--- src/hdl/bls_pkg.sv ---
// ----------------------------------------------------------------------------
// bls_pkg
// Shared constants and types for the Bresenham line stepper.
// ----------------------------------------------------------------------------
package bls_pkg;

   localparam int COORD_BITS_DEFAULT  = 10;
   localparam int QUEUE_DEPTH_DEFAULT = 2;

   // command codes on req_cmd
   localparam logic CMD_START = 1'b0;
   localparam logic CMD_STEP  = 1'b1;

   // classification of one queued item
   typedef struct packed {
      logic start;
      logic y_down;
   } bls_ctl_type;

   localparam int CTL_BITS = $bits(bls_ctl_type);

endpackage

--- src/hdl/bls_queue.sv ---
// ----------------------------------------------------------------------------
// bls_queue
// Small register queue between the front and the back of the line stepper.
// ----------------------------------------------------------------------------
module bls_queue #(
   parameter int DATA_BITS = 42,
   parameter int DEPTH     = 2
) (
   input  logic                 clock,
   input  logic                 reset,
   input  logic                 push_valid,
   input  logic [DATA_BITS-1:0] push_data,
   output logic                 push_full,
   output logic                 pop_valid,
   output logic [DATA_BITS-1:0] pop_data,
   input  logic                 pop_take
);

   localparam int PTR_BITS = (DEPTH > 1) ? $clog2(DEPTH) : 1;
   localparam int CNT_BITS = $clog2(DEPTH + 1);

   logic [DATA_BITS-1:0] entry_ff [DEPTH];
   logic [PTR_BITS-1:0]  wr_ptr_ff, wr_ptr_in;
   logic [PTR_BITS-1:0]  rd_ptr_ff, rd_ptr_in;
   logic [CNT_BITS-1:0]  count_ff, count_in;
   logic                 push_fire;
   logic                 pop_fire;

   assign push_full = (count_ff == CNT_BITS'(DEPTH));
   assign pop_valid = (count_ff != '0);
   assign pop_data  = entry_ff[rd_ptr_ff];
   assign push_fire = push_valid && !push_full;
   assign pop_fire  = pop_take && pop_valid;

   always_comb begin
      wr_ptr_in = wr_ptr_ff;
      rd_ptr_in = rd_ptr_ff;
      if (push_fire) begin
         wr_ptr_in = (wr_ptr_ff == PTR_BITS'(DEPTH - 1)) ? '0 : wr_ptr_ff + 1'b1;
      end
      if (pop_fire) begin
         rd_ptr_in = (rd_ptr_ff == PTR_BITS'(DEPTH - 1)) ? '0 : rd_ptr_ff + 1'b1;
      end
      unique case ({push_fire, pop_fire})
         2'b10:   count_in = count_ff + 1'b1;
         2'b01:   count_in = count_ff - 1'b1;
         default: count_in = count_ff;
      endcase
   end

   always_ff @(posedge clock) begin
      if (reset) begin
         wr_ptr_ff <= '0;
         rd_ptr_ff <= '0;
         count_ff  <= '0;
      end else begin
         wr_ptr_ff <= wr_ptr_in;
         rd_ptr_ff <= rd_ptr_in;
         count_ff  <= count_in;
      end
   end

   always_ff @(posedge clock) begin
      if (push_fire) begin
         entry_ff[wr_ptr_ff] <= push_data;
      end
   end

endmodule

--- src/hdl/bls_front.sv ---
// ----------------------------------------------------------------------------
// bls_front
// Accepts request items, orders start endpoints so x rises and forms deltas.
// ----------------------------------------------------------------------------
module bls_front #(
   parameter int COORD_BITS = bls_pkg::COORD_BITS_DEFAULT
) (
   input  logic                    req_valid,
   output logic                    req_stall,
   input  logic                    req_cmd,
   input  logic [COORD_BITS-1:0]   req_first_x,
   input  logic [COORD_BITS-1:0]   req_first_y,
   input  logic [COORD_BITS-1:0]   req_second_x,
   input  logic [COORD_BITS-1:0]   req_second_y,
   output logic                    push_valid,
   input  logic                    push_full,
   output bls_pkg::bls_ctl_type    push_ctl,
   output logic [COORD_BITS-1:0]   push_x,
   output logic [COORD_BITS-1:0]   push_y,
   output logic [COORD_BITS-1:0]   push_dx,
   output logic [COORD_BITS-1:0]   push_dy
);

   logic                  swap;
   logic [COORD_BITS-1:0] lo_x, hi_x, lo_y, hi_y;
   logic                  y_down;

   assign push_valid = req_valid;
   assign req_stall  = push_full;

   always_comb begin
      swap   = (req_first_x > req_second_x);
      lo_x   = swap ? req_second_x : req_first_x;
      lo_y   = swap ? req_second_y : req_first_y;
      hi_x   = swap ? req_first_x  : req_second_x;
      hi_y   = swap ? req_first_y  : req_second_y;
      y_down = (hi_y < lo_y);

      push_ctl.start  = (req_cmd == bls_pkg::CMD_START);
      push_ctl.y_down = y_down;
      push_x          = lo_x;
      push_y          = lo_y;
      push_dx         = hi_x - lo_x;
      push_dy         = y_down ? (lo_y - hi_y) : (hi_y - lo_y);
   end

endmodule

--- src/hdl/bls_back.sv ---
// ----------------------------------------------------------------------------
// bls_back
// Holds the line state, runs the decision-term step and registers each pixel.
// ----------------------------------------------------------------------------
module bls_back #(
   parameter int COORD_BITS = bls_pkg::COORD_BITS_DEFAULT
) (
   input  logic                    clock,
   input  logic                    reset,
   input  logic                    pop_valid,
   output logic                    pop_take,
   input  bls_pkg::bls_ctl_type    pop_ctl,
   input  logic [COORD_BITS-1:0]   pop_x,
   input  logic [COORD_BITS-1:0]   pop_y,
   input  logic [COORD_BITS-1:0]   pop_dx,
   input  logic [COORD_BITS-1:0]   pop_dy,
   output logic                    rsp_valid,
   input  logic                    rsp_stall,
   output logic [COORD_BITS-1:0]   rsp_pixel_x,
   output logic [COORD_BITS-1:0]   rsp_pixel_y,
   output logic                    rsp_last
);

   localparam int DEC_BITS = COORD_BITS + 3;

   logic [COORD_BITS-1:0] cur_x_ff, cur_x_in;
   logic [COORD_BITS-1:0] cur_y_ff, cur_y_in;
   logic [COORD_BITS-1:0] remaining_ff, remaining_in;
   logic [DEC_BITS-1:0]   decision_ff, decision_in;
   logic [DEC_BITS-1:0]   inc_pos_ff, inc_pos_in;
   logic [DEC_BITS-1:0]   inc_neg_ff, inc_neg_in;
   logic                  y_down_ff, y_down_in;
   logic                  steep_ff, steep_in;
   logic                  active_ff, active_in;
   logic                  out_valid_ff, out_valid_in;
   logic [COORD_BITS-1:0] out_x_ff, out_x_in;
   logic [COORD_BITS-1:0] out_y_ff, out_y_in;
   logic                  out_last_ff, out_last_in;

   logic                  start_steep;
   logic [COORD_BITS-1:0] major, minor;
   logic                  move_minor;
   logic [COORD_BITS-1:0] y_moved;
   logic [COORD_BITS-1:0] step_x, step_y;
   logic [COORD_BITS-1:0] step_rem;

   assign pop_take    = pop_valid && (!out_valid_ff || !rsp_stall);
   assign rsp_valid   = out_valid_ff;
   assign rsp_pixel_x = out_x_ff;
   assign rsp_pixel_y = out_y_ff;
   assign rsp_last    = out_last_ff;

   always_comb begin
      start_steep = (pop_dy > pop_dx);
      major       = start_steep ? pop_dy : pop_dx;
      minor       = start_steep ? pop_dx : pop_dy;

      // non-negative decision term moves along the minor axis too
      move_minor = !decision_ff[DEC_BITS-1];
      y_moved    = y_down_ff ? (cur_y_ff - 1'b1) : (cur_y_ff + 1'b1);
      if (steep_ff) begin
         step_y = y_moved;
         step_x = move_minor ? (cur_x_ff + 1'b1) : cur_x_ff;
      end else begin
         step_x = cur_x_ff + 1'b1;
         step_y = move_minor ? y_moved : cur_y_ff;
      end
      step_rem = remaining_ff - 1'b1;

      cur_x_in     = cur_x_ff;
      cur_y_in     = cur_y_ff;
      remaining_in = remaining_ff;
      decision_in  = decision_ff;
      inc_pos_in   = inc_pos_ff;
      inc_neg_in   = inc_neg_ff;
      y_down_in    = y_down_ff;
      steep_in     = steep_ff;
      active_in    = active_ff;
      out_x_in     = out_x_ff;
      out_y_in     = out_y_ff;
      out_last_in  = out_last_ff;
      out_valid_in = out_valid_ff && rsp_stall;

      if (pop_take) begin
         if (pop_ctl.start) begin
            cur_x_in     = pop_x;
            cur_y_in     = pop_y;
            remaining_in = major;
            decision_in  = (DEC_BITS'(minor) << 1) - DEC_BITS'(major);
            inc_pos_in   = (DEC_BITS'(minor) - DEC_BITS'(major)) << 1;
            inc_neg_in   = DEC_BITS'(minor) << 1;
            y_down_in    = pop_ctl.y_down;
            steep_in     = start_steep;
            active_in    = (major != '0);
            out_valid_in = 1'b1;
            out_x_in     = pop_x;
            out_y_in     = pop_y;
            out_last_in  = (major == '0);
         end else if (active_ff) begin
            cur_x_in     = step_x;
            cur_y_in     = step_y;
            remaining_in = step_rem;
            decision_in  = decision_ff + (move_minor ? inc_pos_ff : inc_neg_ff);
            active_in    = (step_rem != '0);
            out_valid_in = 1'b1;
            out_x_in     = step_x;
            out_y_in     = step_y;
            out_last_in  = (step_rem == '0);
         end
         // drop a step that arrives while idle
      end
   end

   always_ff @(posedge clock) begin
      if (reset) begin
         cur_x_ff     <= '0;
         cur_y_ff     <= '0;
         remaining_ff <= '0;
         decision_ff  <= '0;
         inc_pos_ff   <= '0;
         inc_neg_ff   <= '0;
         y_down_ff    <= 1'b0;
         steep_ff     <= 1'b0;
         active_ff    <= 1'b0;
         out_valid_ff <= 1'b0;
         out_x_ff     <= '0;
         out_y_ff     <= '0;
         out_last_ff  <= 1'b0;
      end else begin
         cur_x_ff     <= cur_x_in;
         cur_y_ff     <= cur_y_in;
         remaining_ff <= remaining_in;
         decision_ff  <= decision_in;
         inc_pos_ff   <= inc_pos_in;
         inc_neg_ff   <= inc_neg_in;
         y_down_ff    <= y_down_in;
         steep_ff     <= steep_in;
         active_ff    <= active_in;
         out_valid_ff <= out_valid_in;
         out_x_ff     <= out_x_in;
         out_y_ff     <= out_y_in;
         out_last_ff  <= out_last_in;
      end
   end

endmodule

--- src/hdl/bresenham_line_stepper_unit.sv ---
// ----------------------------------------------------------------------------
// bresenham_line_stepper_unit
// Bresenham line rasterizer for all octants, at most one pixel per item.
// ----------------------------------------------------------------------------
// A start item (cmd 0) carries two endpoints and yields the first pixel; each
// step item (cmd 1) yields the next pixel, and the pixel on the far endpoint
// has last set. Steps given while no line is in progress yield nothing, and a
// start drops any line in progress. The block takes one item per clock and
// gives one pixel per clock while rsp_stall is low: the stepper updates the
// decision term with a single add per pixel. A result appears on rsp the
// cycle after the item leaves the input queue; req_stall rises only when
// the QUEUE_DEPTH-entry input queue is full.
// COORD_BITS may range from 4 to 16, QUEUE_DEPTH from 2 upward.
module bresenham_line_stepper_unit #(
   parameter int COORD_BITS  = bls_pkg::COORD_BITS_DEFAULT,
   parameter int QUEUE_DEPTH = bls_pkg::QUEUE_DEPTH_DEFAULT
) (
   input  logic                  clock,
   input  logic                  reset,
   input  logic                  req_valid,
   output logic                  req_stall,
   input  logic                  req_cmd,
   input  logic [COORD_BITS-1:0] req_first_x,
   input  logic [COORD_BITS-1:0] req_first_y,
   input  logic [COORD_BITS-1:0] req_second_x,
   input  logic [COORD_BITS-1:0] req_second_y,
   output logic                  rsp_valid,
   input  logic                  rsp_stall,
   output logic [COORD_BITS-1:0] rsp_pixel_x,
   output logic [COORD_BITS-1:0] rsp_pixel_y,
   output logic                  rsp_last
);

   localparam int DATA_BITS = bls_pkg::CTL_BITS + 4 * COORD_BITS;

   logic                  q_push_valid;
   logic                  q_push_full;
   bls_pkg::bls_ctl_type  f_ctl;
   logic [COORD_BITS-1:0] f_x, f_y, f_dx, f_dy;
   logic [DATA_BITS-1:0]  q_push_data;
   logic                  q_pop_valid;
   logic                  q_pop_take;
   logic [DATA_BITS-1:0]  q_pop_data;
   bls_pkg::bls_ctl_type  b_ctl;
   logic [COORD_BITS-1:0] b_x, b_y, b_dx, b_dy;

   bls_front #(
      .COORD_BITS (COORD_BITS)
   ) u_front (
      .req_valid    (req_valid),
      .req_stall    (req_stall),
      .req_cmd      (req_cmd),
      .req_first_x  (req_first_x),
      .req_first_y  (req_first_y),
      .req_second_x (req_second_x),
      .req_second_y (req_second_y),
      .push_valid   (q_push_valid),
      .push_full    (q_push_full),
      .push_ctl     (f_ctl),
      .push_x       (f_x),
      .push_y       (f_y),
      .push_dx      (f_dx),
      .push_dy      (f_dy)
   );

   assign q_push_data = {f_ctl, f_x, f_y, f_dx, f_dy};

   bls_queue #(
      .DATA_BITS (DATA_BITS),
      .DEPTH     (QUEUE_DEPTH)
   ) u_queue (
      .clock      (clock),
      .reset      (reset),
      .push_valid (q_push_valid),
      .push_data  (q_push_data),
      .push_full  (q_push_full),
      .pop_valid  (q_pop_valid),
      .pop_data   (q_pop_data),
      .pop_take   (q_pop_take)
   );

   assign {b_ctl, b_x, b_y, b_dx, b_dy} = q_pop_data;

   bls_back #(
      .COORD_BITS (COORD_BITS)
   ) u_back (
      .clock       (clock),
      .reset       (reset),
      .pop_valid   (q_pop_valid),
      .pop_take    (q_pop_take),
      .pop_ctl     (b_ctl),
      .pop_x       (b_x),
      .pop_y       (b_y),
      .pop_dx      (b_dx),
      .pop_dy      (b_dy),
      .rsp_valid   (rsp_valid),
      .rsp_stall   (rsp_stall),
      .rsp_pixel_x (rsp_pixel_x),
      .rsp_pixel_y (rsp_pixel_y),
      .rsp_last    (rsp_last)
   );

   // an accepted item leaves the queue non-empty on the next cycle
   a_push_visible: assert property (@(posedge clock) disable iff (reset)
      req_valid && !req_stall |=> q_pop_valid)
      else $error("accepted item not visible in queue");

   // the front stalls only while the queue holds items
   a_stall_full: assert property (@(posedge clock) disable iff (reset)
      req_stall |-> q_pop_valid)
      else $error("req_stall high with empty queue");

   // a new result always comes from an item taken off the queue
   a_rsp_from_pop: assert property (@(posedge clock) disable iff (reset)
      $rose(rsp_valid) |-> $past(q_pop_take))
      else $error("result appeared without a queue pop");

   // the back takes items only when the queue offers one
   a_take_valid: assert property (@(posedge clock) disable iff (reset)
      q_pop_take |-> q_pop_valid)
      else $error("pop from empty queue");

endmodule

--- config.mk ---
export PLATFORM = sky130hd
export DESIGN_NAME = bresenham_line_stepper_unit
export DESIGN_NICKNAME = d
export VERILOG_FILES = /design/src/hdl/bls_pkg.sv /design/src/hdl/bls_queue.sv /design/src/hdl/bls_front.sv /design/src/hdl/bls_back.sv /design/src/hdl/bresenham_line_stepper_unit.sv
export SDC_FILE = /design/constraint.sdc
export NUM_CORES = 1
export LEC_CHECK = 0
export BUFFER_PORTS_ARGS = -buffer_cell sky130_fd_sc_hd__clkbuf_2
export CAP_MARGIN = 30
export CORE_MARGIN = 2
export CORE_UTILIZATION = 55
export DETAILED_ROUTE_END_ITERATION = 8
export PLACE_DENSITY_LB_ADDON = 0.2
export SLEW_MARGIN = 20
export SYNTH_ARGS = -nofsm -noshare
export SYNTH_HDL_FRONTEND = slang
export SYNTH_SLANG_ARGS = --single-unit
export TNS_END_PERCENT = 10
--- constraint.sdc ---
create_clock -name clock -period 9.4 [get_ports clock]
set_input_delay 0.47 -clock clock [delete_from_list [all_inputs] [get_ports clock]]
set_output_delay 0.47 -clock clock [all_outputs]
set_load 0.005 [all_outputs]
==> results.yml <==
power:
  p_switching_w: 0.00203
  powerDensity_nw_per_um2: 355
  power_frac_seq_pct: 25.2
  p_int_w: 0.00228
  p_clk_share_pct: 15.2
  switching_share_pct: 47.1
  leakagePower_nw: 4.76
  pwr-share-comb_pct: 59.5
  peakVddDrop_mv: 0.152
setup_path:
  arrival_ps: 6230
  start_kind: "flip-flop"
  crit_chain: "buf_16 > mux2i_1 > ha_1 > nand2_1 > nor4_1 > a21oi_1 > o21ai_2 > buf_4 > nand2_1 > o21ai_0 > inv_1 > fa_1 > inv_1 > a21o_1 > a21oi_1 > maj3_1 > mux2i_1 > a211oi_1 > o31ai_1 > xor2_1 > a21oi_1"
  crit_type: "reg -> reg"
  cp_max_fo: 38
  cpMostUsedCell: "a21oi_1"
  worst-endpoint-required_ps: 9700
  slowest_stage: "dfxtp_2"
  crit_path_end_kind: "flip-flop"
  max_stage_delay_ps: 750
  cp_top_family: "compound AO/OA/AOI/OAI gates"
  crit_buf_inv: 4
synthesis:
  synth_xor_area_share_pct: 3.56
  synth_flop_cell: "edfxtp_1"
  muxShareOfSynthArea_pct: 6.31
  avgSynthCellArea_um2: 8.50
  synth_nets: 1405
  synth_top_family_by_area: "compound AO/OA/AOI/OAI gates"
  synth-warning-count: 0
  synth.top_cell.area_share_pct: 22.8
  synthCells: 1303
  synth_area_um2: 11100
  synthDistinctLibCells: 91
  synthSimpleGateAreaFrac_pct: 19.9
  synth_compound_area_share_pct: 22.2
  yosysTopAreaCell: "edfxtp_1"
  async_reset_ff_share_pct: 0
  synthTopCellsByArea: "edfxtp_1 (23%), dfxtp_1 (13%), ha_1 (6.1%)"
  yosysSeqAreaShare_pct: 36.0
  synth_edf_count: 84
  ys_seq_elements: 157
  synth-adder-area-share_pct: 7.01
floorplan:
  rows: 51
  die_area_um2: 21300
  core_um2: 19600
  die_x_um: 146
  initial_core_util_pct: 56.5
  boundaryPins: 68
  fp.dieH_um: 146
detailed_routing:
  wl_per_cell_um: 18.2
  drc: 0
  viasPerCell: 6.07
  dr.pass1.iters: 7
  vias: 9783
  finalWirelength_mm: 29.3
  ant_nets: 0
  drt_iter0_drc: 963
cells_and_area:
  drive_above_1_share_pct: 12.7
  final_common_cell: "nand2_1"
  nets: 1435
  fillCellCount: 1765
  antenna_cells: 0
  syn_to_final_growth_pct: 9.43
  final_cell_mix: "nand2_1 (158), nor2_1 (105), a21oi_1 (102)"
clock_network:
  ctsHoldBuffers: 0
  cts_setup_buffers: 0
  cts_resized: 0
  clock_latency_ps: 430
  htree_num_levels: 4
  cts_tree: "yes"
  root_buffer: "clkbuf_16"
  clock-sinks: 157
  cts.reportedPaths.clkPinSlew_ps: 60
  clockBufferDepth: 2
  cts_buffers: 17
min_path:
  hp-class: "in -> reg"
sta:
  hold_ws_ps: 307
  finalSetupViolCount: 0
  hold_viol_final: 0
  slew_violations: 0
  skew_ps: 11.2
  fin_setup_tns_ps: 0
  rsz0062_at_grt: "false"
  min_period_ps: 5930
  period_share_pct: 63.1
  tightest_slew_ps: 1010
  fmaxAchievable_mhz: 169
  relSlewSlack_pct: 32.0
place:
  dp_hpwl_mm: 21.7
  place_congestion: 0.914
  port_buffers: 67
global_route:
  top_usage_layer: "met1"
  antenna_found_initial: 0
  grt.overflow.total: 0
  grt_max_degree: 74
  track_usage_pct: 27.3
  grtUsageMet3_pct: 4.39
  met1_usage_pct: 41.5
  first_global_vias: 8694
  grt_pass1_wl_mm: 46.7
  use_met2_pct: 41.1
run_status:
  status: "completed"
flow_run:
  cap_violations: 0
-- kinds of logic (layout without fill, tap and decap cells) --
kind of cell	Yosys count	count (layout)
AO/OA/AOI/OAI	378	378
XOR/XNOR	45	45
adder cells (fa/ha/maj)	61	61
buffers and inverters	128	171
flip-flops	157	157
multiplexers	66	66
AND/OR/NAND/NOR	468	468
-- cell usage after synthesis (11+ instances only) --
master and number:
nor3_1 43, mux2_2 22, nand2_1 158, inv_1 57
nand3_1 41, or3_1 11, nor2_1 108, a211oi_1 28
buf_2 17, xor2_1 14, dfxtp_1 73, o211ai_1 17
o21ai_0 88, a22oi_1 13, xnor2_1 31, nand2b_1 20
o22ai_1 12, a21oi_1 102, nor2b_1 24, nand4_1 11
edfxtp_1 84, ha_1 54, a21o_1 13, mux2i_1 42
clkbuf_1 39
-- stage by stage --
step	utilization [%]	instances	total power, W	area [um^2]	setup slack (ps)
final	61.8	1611	0.00431	12100	3470
after global routing	61.8	1611	0.00462	12100	2960
after CTS	61.8	1611	0.00428	12100	3520
after detailed placement	59.0	1579	0.00361	11600	3510
after global placement	58.7	1577	0.00358	11500	3540
after floorplan	-	1303	0.00299	11100	4410
-- registers in the layout, summed over array words and instances (netlist names), named ones only --
register             cells
u_back.active_ff         1
u_back.cur_y_ff         10
u_back.decision_ff      12
u_back.inc_neg_ff       10
u_back.inc_pos_ff       11
u_back.remaining_ff     10
u_back.rsp_last          1
u_back.rsp_pixel_x      10
u_back.rsp_valid         1
u_back.steep_ff          1
u_back.y_down_ff         1
u_queue.count_ff         2
u_queue.entry_ff        84
u_queue.rd_ptr_ff        1
u_queue.wr_ptr_ff        1
-- routing by layer --
metal	part of all wire, %	wire length, um	up-vias
met1	49	14200	4594
met2	44	12900	322
met5	0	0	-
met4	1.3	393	0
met3	6.2	1810	28
li1	-	-	4839
-- final timing paths --
path | slack (ps) | cells after the start | end | start
max | 3470 | 21 | u_back.decision_ff[10]$_SDFFE_PP0P_ | flip-flop
min | 310 | 3 | u_back.rsp_valid$_SDFF_PP0_ | rsp_stall
max reg2reg | 3470 | 21 | u_back.decision_ff[10]$_SDFFE_PP0P_ | flip-flop
min reg2reg | 450 | 2 | u_back.inc_pos_ff[3]$_SDFFE_PP0P_ | u_back.inc_pos_ff[3]$_SDFFE_PP0P_
-- worst min-delay path, stage by stage --
cell	delay [ps]
clkbuf_2	80
nand2_1	70
a21oi_1	60
-- cell type report --
class | count | area, um^2 | share of cell area, %
inverters | 58 | 218 | 1.80
well taps | 265 | 332 | 2.74
flip-flops and latches | 157 | 3990 | 32.9
clock buffers | 19 | 455 | 3.76
repair buffers | 81 | 473 | 3.90
multi-input cells | 1018 | 6550 | 54.0
clock inverters | 13 | 105 | 0.867
-- power groups by stage --
stage	registers, W	clock network (W)	logic [W]
2_1_floorplan	0.00104	0	0.00195
5_1_grt	0.00111	0.000696	0.00282
6_report	0.00109	0.000656	0.00256
3_5_place_dp	0.00110	0	0.00251
4_1_cts	0.00109	0.000666	0.00253
3_3_place_gp	0.00111	0	0.00247
(Power assumes the default switching activity.)
